## src/rtl/fti_pkg.sv

```systemverilog
`timescale 1ns / 1ps
// ----------------------------------------------------------------------------
// Fog table interpolator package
// Field widths, command codes and the fixed logarithmic segment tables.
// ----------------------------------------------------------------------------
package fti_pkg;

   localparam int unsigned TABLE_ENTRIES = 64;
   localparam int unsigned DEPTH_W       = 16;
   localparam int unsigned FOG_W         = 8;
   localparam int unsigned SPAN_W        = 14;
   localparam int unsigned PROD_W        = 32;
   localparam int unsigned DIFF_W        = FOG_W + 1;

   localparam logic CMD_LOAD   = 1'b0;
   localparam logic CMD_LOOKUP = 1'b1;

   localparam logic [FOG_W-1:0] FOG_END_VALUE = 8'd255;

   typedef logic [DEPTH_W-1:0] depth_type;
   typedef logic [SPAN_W-1:0]  span_type;
   typedef logic [FOG_W-1:0]   fog_type;

   localparam depth_type SEG_START [0:TABLE_ENTRIES-1] = '{
      16'd1,     16'd1,     16'd1,     16'd1,     16'd2,     16'd2,     16'd2,     16'd3,
      16'd4,     16'd4,     16'd5,     16'd6,     16'd8,     16'd9,     16'd11,    16'd13,
      16'd16,    16'd19,    16'd22,    16'd26,    16'd32,    16'd38,    16'd45,    16'd53,
      16'd64,    16'd76,    16'd90,    16'd107,   16'd128,   16'd152,   16'd181,   16'd215,
      16'd256,   16'd304,   16'd362,   16'd430,   16'd512,   16'd608,   16'd724,   16'd861,
      16'd1024,  16'd1217,  16'd1448,  16'd1722,  16'd2048,  16'd2435,  16'd2896,  16'd3444,
      16'd4096,  16'd4870,  16'd5792,  16'd6888,  16'd8192,  16'd9741,  16'd11585, 16'd13777,
      16'd16384, 16'd19483, 16'd23170, 16'd27554, 16'd32768, 16'd38967, 16'd46340, 16'd55108
   };

   localparam span_type SEG_SPAN [0:TABLE_ENTRIES-1] = '{
      14'd0,     14'd0,     14'd0,     14'd1,     14'd0,     14'd0,     14'd1,     14'd1,
      14'd0,     14'd1,     14'd1,     14'd2,     14'd1,     14'd2,     14'd2,     14'd3,
      14'd3,     14'd3,     14'd4,     14'd6,     14'd6,     14'd7,     14'd8,     14'd11,
      14'd12,    14'd14,    14'd17,    14'd21,    14'd24,    14'd29,    14'd34,    14'd41,
      14'd48,    14'd58,    14'd68,    14'd82,    14'd96,    14'd116,   14'd137,   14'd163,
      14'd193,   14'd231,   14'd274,   14'd326,   14'd387,   14'd461,   14'd548,   14'd652,
      14'd774,   14'd922,   14'd1096,  14'd1304,  14'd1549,  14'd1844,  14'd2192,  14'd2607,
      14'd3099,  14'd3687,  14'd4384,  14'd5214,  14'd6199,  14'd7373,  14'd8768,  14'd10428
   };

endpackage

```

## src/rtl/fog_table_interpolator.sv

```systemverilog
`timescale 1ns / 1ps
// ----------------------------------------------------------------------------
// Fog table interpolator
// Holds a 64-entry fog table and answers depth lookups by piecewise-linear
// interpolation over fixed logarithmic segments.
//
// Request words (req_*) either load one table entry (req_cmd = load) or look
// up a depth index (req_cmd = lookup). A word is taken when req_valid is high
// and req_stall is low. A load is written in the cycle it is taken and gives
// no response; the next word may follow at once. A lookup gives one response
// word (rsp_fog_value) and holds req_stall high while it works: a binary
// search over the segment starts, two reads through the table's single read
// port, the difference, the multiply, a restoring divide with one quotient bit
// a cycle, and a step that moves the result into the output register once it
// is free. req_stall drops as rsp_valid rises. Depth index zero skips the
// search and the arithmetic and goes straight to that last step, answering 0.
// The output register parts the two sides: while rsp_stall holds a response,
// loads are still taken and one further lookup runs to completion, then
// waits. Reset clears the control state and the output valid; table entries
// are undefined until loaded.
// ----------------------------------------------------------------------------
module fog_table_interpolator #(
   parameter int unsigned TABLE_ENTRIES = fti_pkg::TABLE_ENTRIES,
   localparam int unsigned IDX_W        = $clog2(TABLE_ENTRIES)
) (
   input  logic                       clock,
   input  logic                       reset,
   input  logic                       req_valid,
   output logic                       req_stall,
   input  logic                       req_cmd,
   input  logic [IDX_W-1:0]           req_entry_index,
   input  logic [fti_pkg::FOG_W-1:0]  req_entry_value,
   input  logic [fti_pkg::DEPTH_W-1:0] req_depth_index,
   output logic                       rsp_valid,
   input  logic                       rsp_stall,
   output logic [fti_pkg::FOG_W-1:0]  rsp_fog_value
);

   localparam int unsigned FOG_W  = fti_pkg::FOG_W;
   localparam int unsigned SPAN_W = fti_pkg::SPAN_W;
   localparam int unsigned PROD_W = fti_pkg::PROD_W;
   localparam int unsigned DIFF_W = fti_pkg::DIFF_W;
   localparam int unsigned CNT_W  = $clog2(PROD_W);

   localparam logic [2:0] S_IDLE = 3'd0;
   localparam logic [2:0] S_SRCH = 3'd1;
   localparam logic [2:0] S_RDA  = 3'd2;
   localparam logic [2:0] S_RDB  = 3'd3;
   localparam logic [2:0] S_CAPB = 3'd4;
   localparam logic [2:0] S_MUL  = 3'd5;
   localparam logic [2:0] S_DIV  = 3'd6;
   localparam logic [2:0] S_DONE = 3'd7;

   localparam logic [IDX_W-1:0] LAST_SEG  = IDX_W'(TABLE_ENTRIES - 1);
   localparam logic [IDX_W-1:0] PROBE_TOP = IDX_W'(1) << (IDX_W - 1);
   localparam logic [CNT_W-1:0] CNT_TOP   = CNT_W'(PROD_W - 1);

   logic [FOG_W-1:0] fog_mem [0:TABLE_ENTRIES-1];

   logic [2:0]                  state_ff,   state_in;
   fti_pkg::depth_type          depth_ff,   depth_in;
   logic [IDX_W-1:0]            seg_ff,     seg_in;
   logic [IDX_W-1:0]            probe_ff,   probe_in;
   logic [FOG_W-1:0]            rd_data_ff;
   logic [FOG_W-1:0]            a_ff,       a_in;
   logic [DIFF_W-1:0]           diff_ff,    diff_in;
   fti_pkg::span_type           off_ff,     off_in;
   fti_pkg::span_type           span_ff,    span_in;
   logic [PROD_W-1:0]           quo_ff,     quo_in;
   fti_pkg::span_type           rem_ff,     rem_in;
   logic [CNT_W-1:0]            cnt_ff,     cnt_in;
   logic [FOG_W-1:0]            res_ff,     res_in;
   logic                        out_vld_ff, out_vld_in;
   logic [FOG_W-1:0]            out_fog_ff, out_fog_in;

   logic                        req_take;
   logic                        out_free;
   logic [IDX_W-1:0]            probe_idx;
   logic [IDX_W-1:0]            rd_addr;
   logic [FOG_W-1:0]            b_val;
   logic [PROD_W-1:0]           diff_ext;
   logic [PROD_W-1:0]           prod;
   logic [SPAN_W:0]             trial;
   logic                        trial_ge;
   logic [PROD_W-1:0]           quo_next;

   assign req_stall     = (state_ff != S_IDLE);
   assign req_take      = req_valid && !req_stall;
   assign out_free      = !out_vld_ff || !rsp_stall;
   assign rsp_valid     = out_vld_ff;
   assign rsp_fog_value = out_fog_ff;

   assign probe_idx = seg_ff | probe_ff;
   assign rd_addr   = (state_ff == S_RDA) ? seg_ff : seg_ff + IDX_W'(1);
   assign b_val     = (seg_ff == LAST_SEG) ? fti_pkg::FOG_END_VALUE : rd_data_ff;
   assign diff_ext  = {{(PROD_W-DIFF_W){diff_ff[DIFF_W-1]}}, diff_ff};
   assign prod      = diff_ext * {{(PROD_W-SPAN_W){1'b0}}, off_ff};
   assign trial     = {rem_ff, quo_ff[PROD_W-1]};
   assign trial_ge  = (trial >= {1'b0, span_ff});
   assign quo_next  = {quo_ff[PROD_W-2:0], trial_ge};

   always_ff @(posedge clock) begin
      if (req_take && (req_cmd == fti_pkg::CMD_LOAD)) begin
         fog_mem[req_entry_index] <= req_entry_value;
      end
      rd_data_ff <= fog_mem[rd_addr];
   end

   always_comb begin
      state_in   = state_ff;
      depth_in   = depth_ff;
      seg_in     = seg_ff;
      probe_in   = probe_ff;
      a_in       = a_ff;
      diff_in    = diff_ff;
      off_in     = off_ff;
      span_in    = span_ff;
      quo_in     = quo_ff;
      rem_in     = rem_ff;
      cnt_in     = cnt_ff;
      res_in     = res_ff;
      out_vld_in = out_vld_ff && rsp_stall;
      out_fog_in = out_fog_ff;
      unique case (state_ff)
         S_IDLE: begin
            if (req_take && (req_cmd == fti_pkg::CMD_LOOKUP)) begin
               depth_in = req_depth_index;
               seg_in   = '0;
               probe_in = PROBE_TOP;
               if (req_depth_index == '0) begin
                  res_in   = '0;
                  state_in = S_DONE;
               end else begin
                  state_in = S_SRCH;
               end
            end
         end
         S_SRCH: begin
            if (fti_pkg::SEG_START[probe_idx] <= depth_ff) begin
               seg_in = probe_idx;
            end
            probe_in = probe_ff >> 1;
            if (probe_ff[0]) begin
               state_in = S_RDA;
            end
         end
         S_RDA: begin
            state_in = S_RDB;
         end
         S_RDB: begin
            a_in     = rd_data_ff;
            state_in = S_CAPB;
         end
         S_CAPB: begin
            diff_in  = {1'b0, b_val} - {1'b0, a_ff};
            off_in   = SPAN_W'(depth_ff - fti_pkg::SEG_START[seg_ff]);
            span_in  = fti_pkg::SEG_SPAN[seg_ff];
            state_in = S_MUL;
         end
         S_MUL: begin
            quo_in   = prod;
            rem_in   = '0;
            cnt_in   = CNT_TOP;
            state_in = S_DIV;
         end
         S_DIV: begin
            quo_in = quo_next;
            rem_in = trial_ge ? SPAN_W'(trial - {1'b0, span_ff}) : trial[SPAN_W-1:0];
            cnt_in = cnt_ff - CNT_W'(1);
            if (cnt_ff == '0) begin
               res_in   = a_ff + quo_next[FOG_W-1:0];
               state_in = S_DONE;
            end
         end
         S_DONE: begin
            if (out_free) begin
               out_vld_in = 1'b1;
               out_fog_in = res_ff;
               state_in   = S_IDLE;
            end
         end
         default: begin
            state_in = S_IDLE;
         end
      endcase
   end

   always_ff @(posedge clock) begin
      if (reset) begin
         state_ff   <= S_IDLE;
         out_vld_ff <= 1'b0;
         probe_ff   <= PROBE_TOP;
      end else begin
         state_ff   <= state_in;
         out_vld_ff <= out_vld_in;
         probe_ff   <= probe_in;
      end
   end

   always_ff @(posedge clock) begin
      depth_ff   <= depth_in;
      seg_ff     <= seg_in;
      a_ff       <= a_in;
      diff_ff    <= diff_in;
      off_ff     <= off_in;
      span_ff    <= span_in;
      quo_ff     <= quo_in;
      rem_ff     <= rem_in;
      cnt_ff     <= cnt_in;
      res_ff     <= res_in;
      out_fog_ff <= out_fog_in;
   end

   a_probe_onehot: assert property (@(posedge clock) disable iff (reset)
      (state_ff == S_SRCH) |-> $onehot(probe_ff))
      else $error("search probe bit not one-hot");

   a_seg_found: assert property (@(posedge clock) disable iff (reset)
      (state_ff == S_CAPB) |-> (depth_ff >= fti_pkg::SEG_START[seg_ff]) &&
         ((seg_ff == LAST_SEG) || (depth_ff < fti_pkg::SEG_START[seg_ff + IDX_W'(1)])))
      else $error("segment search ended outside the segment");

   a_rem_bound: assert property (@(posedge clock) disable iff (reset)
      (state_ff == S_DIV) |-> (rem_ff < span_ff))
      else $error("divider remainder reached the span");

   a_zero_depth: assert property (@(posedge clock) disable iff (reset)
      (req_take && (req_cmd == fti_pkg::CMD_LOOKUP) && (req_depth_index == '0))
         |=> (state_ff == S_DONE) && (res_ff == '0))
      else $error("depth zero lookup did not answer zero");

   a_no_overwrite: assert property (@(posedge clock) disable iff (reset)
      (state_ff == S_DONE) && out_vld_ff && rsp_stall |=> out_vld_ff && (state_ff == S_DONE))
      else $error("held response lost while a result waited");

endmodule
```

## config.mk

```make
export PLATFORM = sky130hd
export DESIGN_NAME = fog_table_interpolator
export DESIGN_NICKNAME = d
export VERILOG_FILES = /design/src/rtl/fti_pkg.sv /design/src/rtl/fog_table_interpolator.sv
export SDC_FILE = /design/constraint.sdc
export NUM_CORES = 1
export LEC_CHECK = 0
export BUFFER_PORTS_ARGS = -buffer_cell sky130_fd_sc_hd__buf_4
export CAP_MARGIN = 30
export CORE_ASPECT_RATIO = 0.9
export CORE_MARGIN = 3
export CORE_UTILIZATION = 35
export DETAILED_ROUTE_END_ITERATION = 7
export PLACE_DENSITY = 0.51
export SYNTH_ARGS = -nofsm -noshare
export SYNTH_HDL_FRONTEND = slang
export SYNTH_SLANG_ARGS = --single-unit
```

## constraint.sdc

```tcl
create_clock -name clock -period 14.95 [get_ports clock]
set_input_delay 1.495 -clock clock [delete_from_list [all_inputs] [get_ports clock]]
set_output_delay 1.495 -clock clock [all_outputs]
set_load 0.05 [all_outputs]
```

==> impl_metrics.json <==
{
  "first_pass_grt_wire_length_mm": 148,
  "clockRootBuffer": "sky130_fd_sc_hd__clkbuf_16",
  "floorplan.initialDensity_pct": 35.6,
  "powerDensity_nw_per_um2": 121,
  "dp.final_hpwl_mm": 63.1,
  "yosysMostFrequentCell": "sky130_fd_sc_hd__edfxtp_1",
  "power.static_leakage_nw": 15.8,
  "yosys_most_used_dff": "sky130_fd_sc_hd__edfxtp_1",
  "drt_first_pass_iters": 5,
  "final_hold_viol_count": 0,
  "report.final.slew_viol_count": 0,
  "via_per_inst": 5.39,
  "final_period_util_pct": 38.9,
  "route.detailed.drc": 0,
  "placement.setup.worst_slack_ns": 9.16,
  "final_antenna_net_count": 0,
  "cp.arrival_ns": 6.16,
  "die_width_um": 356,
  "vias": 23700,
  "grt_overflow_total": 0,
  "rsz0062_at_grt": "no",
  "worstHoldPathType": "reg2reg",
  "max-slew-margin-rel_pct": 31.0,
  "finalSetupTns_ns": 0,
  "top_area_cells_in_the_synthesized_netlist": "sky130_fd_sc_hd__edfxtp_1 50%, sky130_fd_sc_hd__mux2i_1 14%, sky130_fd_sc_hd__mux4_2 7.6%",
  "numCtsBuffers": 74,
  "finalInstanceArea_um2": 42600,
  "maxClockFrequency_ghz": 0.172,
  "dpl-instance-area_um2": 40200,
  "drt-initial-drc-count": 1754,
  "max-clock-path-buffers": 3,
  "floorplan.die_area_um2": 114000,
  "synth_fp_nets": 3173,
  "synth_warnings": 0,
  "ctsHtreeMaxLevel": 3,
  "initial_antenna_violation_count": 1,
  "grtUsageTotal_pct": 17.0,
  "ioPinCount": 45,
  "synth_area_per_cell_um2": 13.2,
  "tightest_slew_ns": 1.03,
  "worst_setup_hold_path_clk_slew_ns": 0.06,
  "placed_cells": 4272,
  "post_synth_cell_types": 78,
  "final.setup_skew_ns": 0.0355,
  "crit_required_ns": 15.30,
  "postLayoutSetupSlackWorst_ns": 9.14,
  "critPathLaunchType": "flip-flop",
  "routed_len_inst_um": 22.1,
  "detail_route.wirelength_mm": 97.2,
  "stdcell_count": 4406,
  "final_layout_size_suffix_gt1_share_pct": 11.5,
  "cts_resized": 0,
  "globalplace.congestion": 0.826,
  "report.final.setup_viol": 0,
  "core_area_um2": 108000,
  "max-cap-violations": 0,
  "nets": 3158,
  "worst_setup_path_end_kind": "flip-flop",
  "ys_seq_area_share_pct": 51.3,
  "power.ir.vdd_worst_mv": 0.0879,
  "postSynth.asyncResetShare_pct": 0,
  "buffers_inserted_during_post_cts_setup_optimization": 0,
  "row_count": 114,
  "yosys_register_bits": 664,
  "cts_tree": "built",
  "worst-path-max-fanout": 16,
  "clock_insertion_delay_worst_skew_ns": 0.66,
  "die_height_um": 321,
  "number_of_global_route_vias_before_repair": 24700,
  "timing.final.crit_period_ns": 5.81,
  "ctsHoldBuffers": 0,
  "worst_setup_path_category": "reg2reg",
  "netlist_area_um2": 38500,
  "number_of_enable_flip_flop_cells_after_synthesis": 646,
  "synth_top_area_share_pct": 50.3,
  "synth_top_area_cell": "sky130_fd_sc_hd__edfxtp_1",
  "netlist_instances": 2915,
  "clock_sink_count": 664,
  "status": "complete, no violations",
  "grt_start_max_net_pins": 119,
  "buffer_ports.inserted": 44,
  "netlist_top_cells_count": "646 x sky130_fd_sc_hd__edfxtp_1, 523 x sky130_fd_sc_hd__mux2i_1, 194 x sky130_fd_sc_hd__nor2_1, 179 x sky130_fd_sc_hd__nand2_1, 138 x sky130_fd_sc_hd__inv_1",
  "flow.area_growth_from_synthesis_pct": 10.4
}
==> kinds of logic (layout without fill, tap and decap cells) <==
kind of cell | Yosys count | in the layout | synth area share, %
muxes | 656 | 656 | 21.3
buffers and inverters | 308 | 348 | 3.47
AOI/OAI and AO/OA | 401 | 401 | 6.42
other | 0 | 1 | 0
adders and majority gates | 224 | 224 | 9.00
and+or+nand+nor | 606 | 606 | 7.30
xor gates and xnor gates | 56 | 56 | 1.27
DFF | 664 | 664 | 51.3
==> sequential cells by signal, summed over array words and instances (netlist names), 3 cells and up <==
name           flops
a_ff               8
cnt_ff             5
depth_ff          16
diff_ff            9
fog_mem          512
off_ff            14
probe_ff           6
quo_ff            32
rd_data_ff         8
rem_ff            14
res_ff             8
rsp_fog_value      8
seg_ff             6
span_ff           14
state_ff           3
==> critical path, stage by stage (launching register included) <==
cell and delay, ns:
sky130_fd_sc_hd__edfxtp_1 0.69, sky130_fd_sc_hd__nand2b_1 0.16, sky130_fd_sc_hd__fa_1 0.53, sky130_fd_sc_hd__fa_1 0.56
sky130_fd_sc_hd__inv_1 0.06, sky130_fd_sc_hd__fa_1 0.52, sky130_fd_sc_hd__fa_1 0.58, sky130_fd_sc_hd__fa_1 0.43
sky130_fd_sc_hd__ha_1 0.37, sky130_fd_sc_hd__o21ai_0 0.12, sky130_fd_sc_hd__nor2_1 0.25, sky130_fd_sc_hd__o211ai_1 0.20
sky130_fd_sc_hd__a21oi_1 0.27, sky130_fd_sc_hd__o22a_1 0.23, sky130_fd_sc_hd__nor4_1 0.06, sky130_fd_sc_hd__a41oi_2 0.39
sky130_fd_sc_hd__nand2_1 0.12
==> where the power goes <==
part	switching (W)	internal, W
registers	0.0000164	0.00209
logic	0.000747	0.000549
clock network	0.000763	0.00100
==> worst paths after layout <==
check                                        end  startpoint  slack (ns)  cells past startpoint
worst max-delay path                  quo_ff[28]  diff_ff[8]        9.14                     16
worst max register to register        quo_ff[28]  diff_ff[8]        9.14                     16
worst min-delay path            rsp_fog_value[4]   res_ff[4]        0.42                      0
worst min register to register  rsp_fog_value[4]   res_ff[4]        0.42                      0
==> metal layers <==
layer,GRT usage (%),wire (um)
met1,22.7,43100
met2,28.5,46500
met3,2.90,5050
met4,4.78,2630
met5,0,0
==> stage by stage <==
stage | power [W] | util, % | hold slack, ns
2_1_floorplan | 0.00309 | - | 0.400
3_3_place_gp | 0.00343 | 37.1 | 0.403
3_5_place_dp | 0.00345 | 37.1 | 0.405
4_1_cts | 0.00523 | 39.3 | 0.416
5_1_grt | 0.00541 | 39.3 | 0.424
6_report | 0.00517 | 39.3 | 0.417
==> placed cells by master, fill, tap and decap left out, types with 21 or more instances in the layout <==
cell / n
sky130_fd_sc_hd__nor2b_1: 24
sky130_fd_sc_hd__o22ai_1: 77
sky130_fd_sc_hd__inv_1: 137
sky130_fd_sc_hd__xnor2_1: 34
sky130_fd_sc_hd__nor2_1: 194
sky130_fd_sc_hd__fa_1: 89
sky130_fd_sc_hd__nor3_1: 32
sky130_fd_sc_hd__a21oi_1: 104
sky130_fd_sc_hd__xor2_1: 22
sky130_fd_sc_hd__and2_1: 66
sky130_fd_sc_hd__nand3_1: 32
sky130_fd_sc_hd__edfxtp_1: 646
sky130_fd_sc_hd__clkbuf_16: 75
sky130_fd_sc_hd__o21ai_0: 97
sky130_fd_sc_hd__a21o_1: 21
sky130_fd_sc_hd__nand2b_1: 21
sky130_fd_sc_hd__buf_4: 74
sky130_fd_sc_hd__mux2i_1: 523
sky130_fd_sc_hd__nand2_1: 179
sky130_fd_sc_hd__mux4_2: 130
sky130_fd_sc_hd__ha_1: 133
==> cell type report <==
| class | count | area [um^2] |
|---|---|---|
| Fill cell | 10100 | 65700 |
| Clock buffer | 92 | 1950 |
| Antenna cell | 1 | 2.50 |
| Multi-Input combinational cell | 1943 | 17500 |
| Sequential cell | 664 | 19800 |
| Timing Repair Buffer | 78 | 627 |
| Inverter | 139 | 524 |
| Clock inverter | 39 | 384 |
| Tap cell | 1450 | 1810 |
Power figures use the tool's default switching activity.
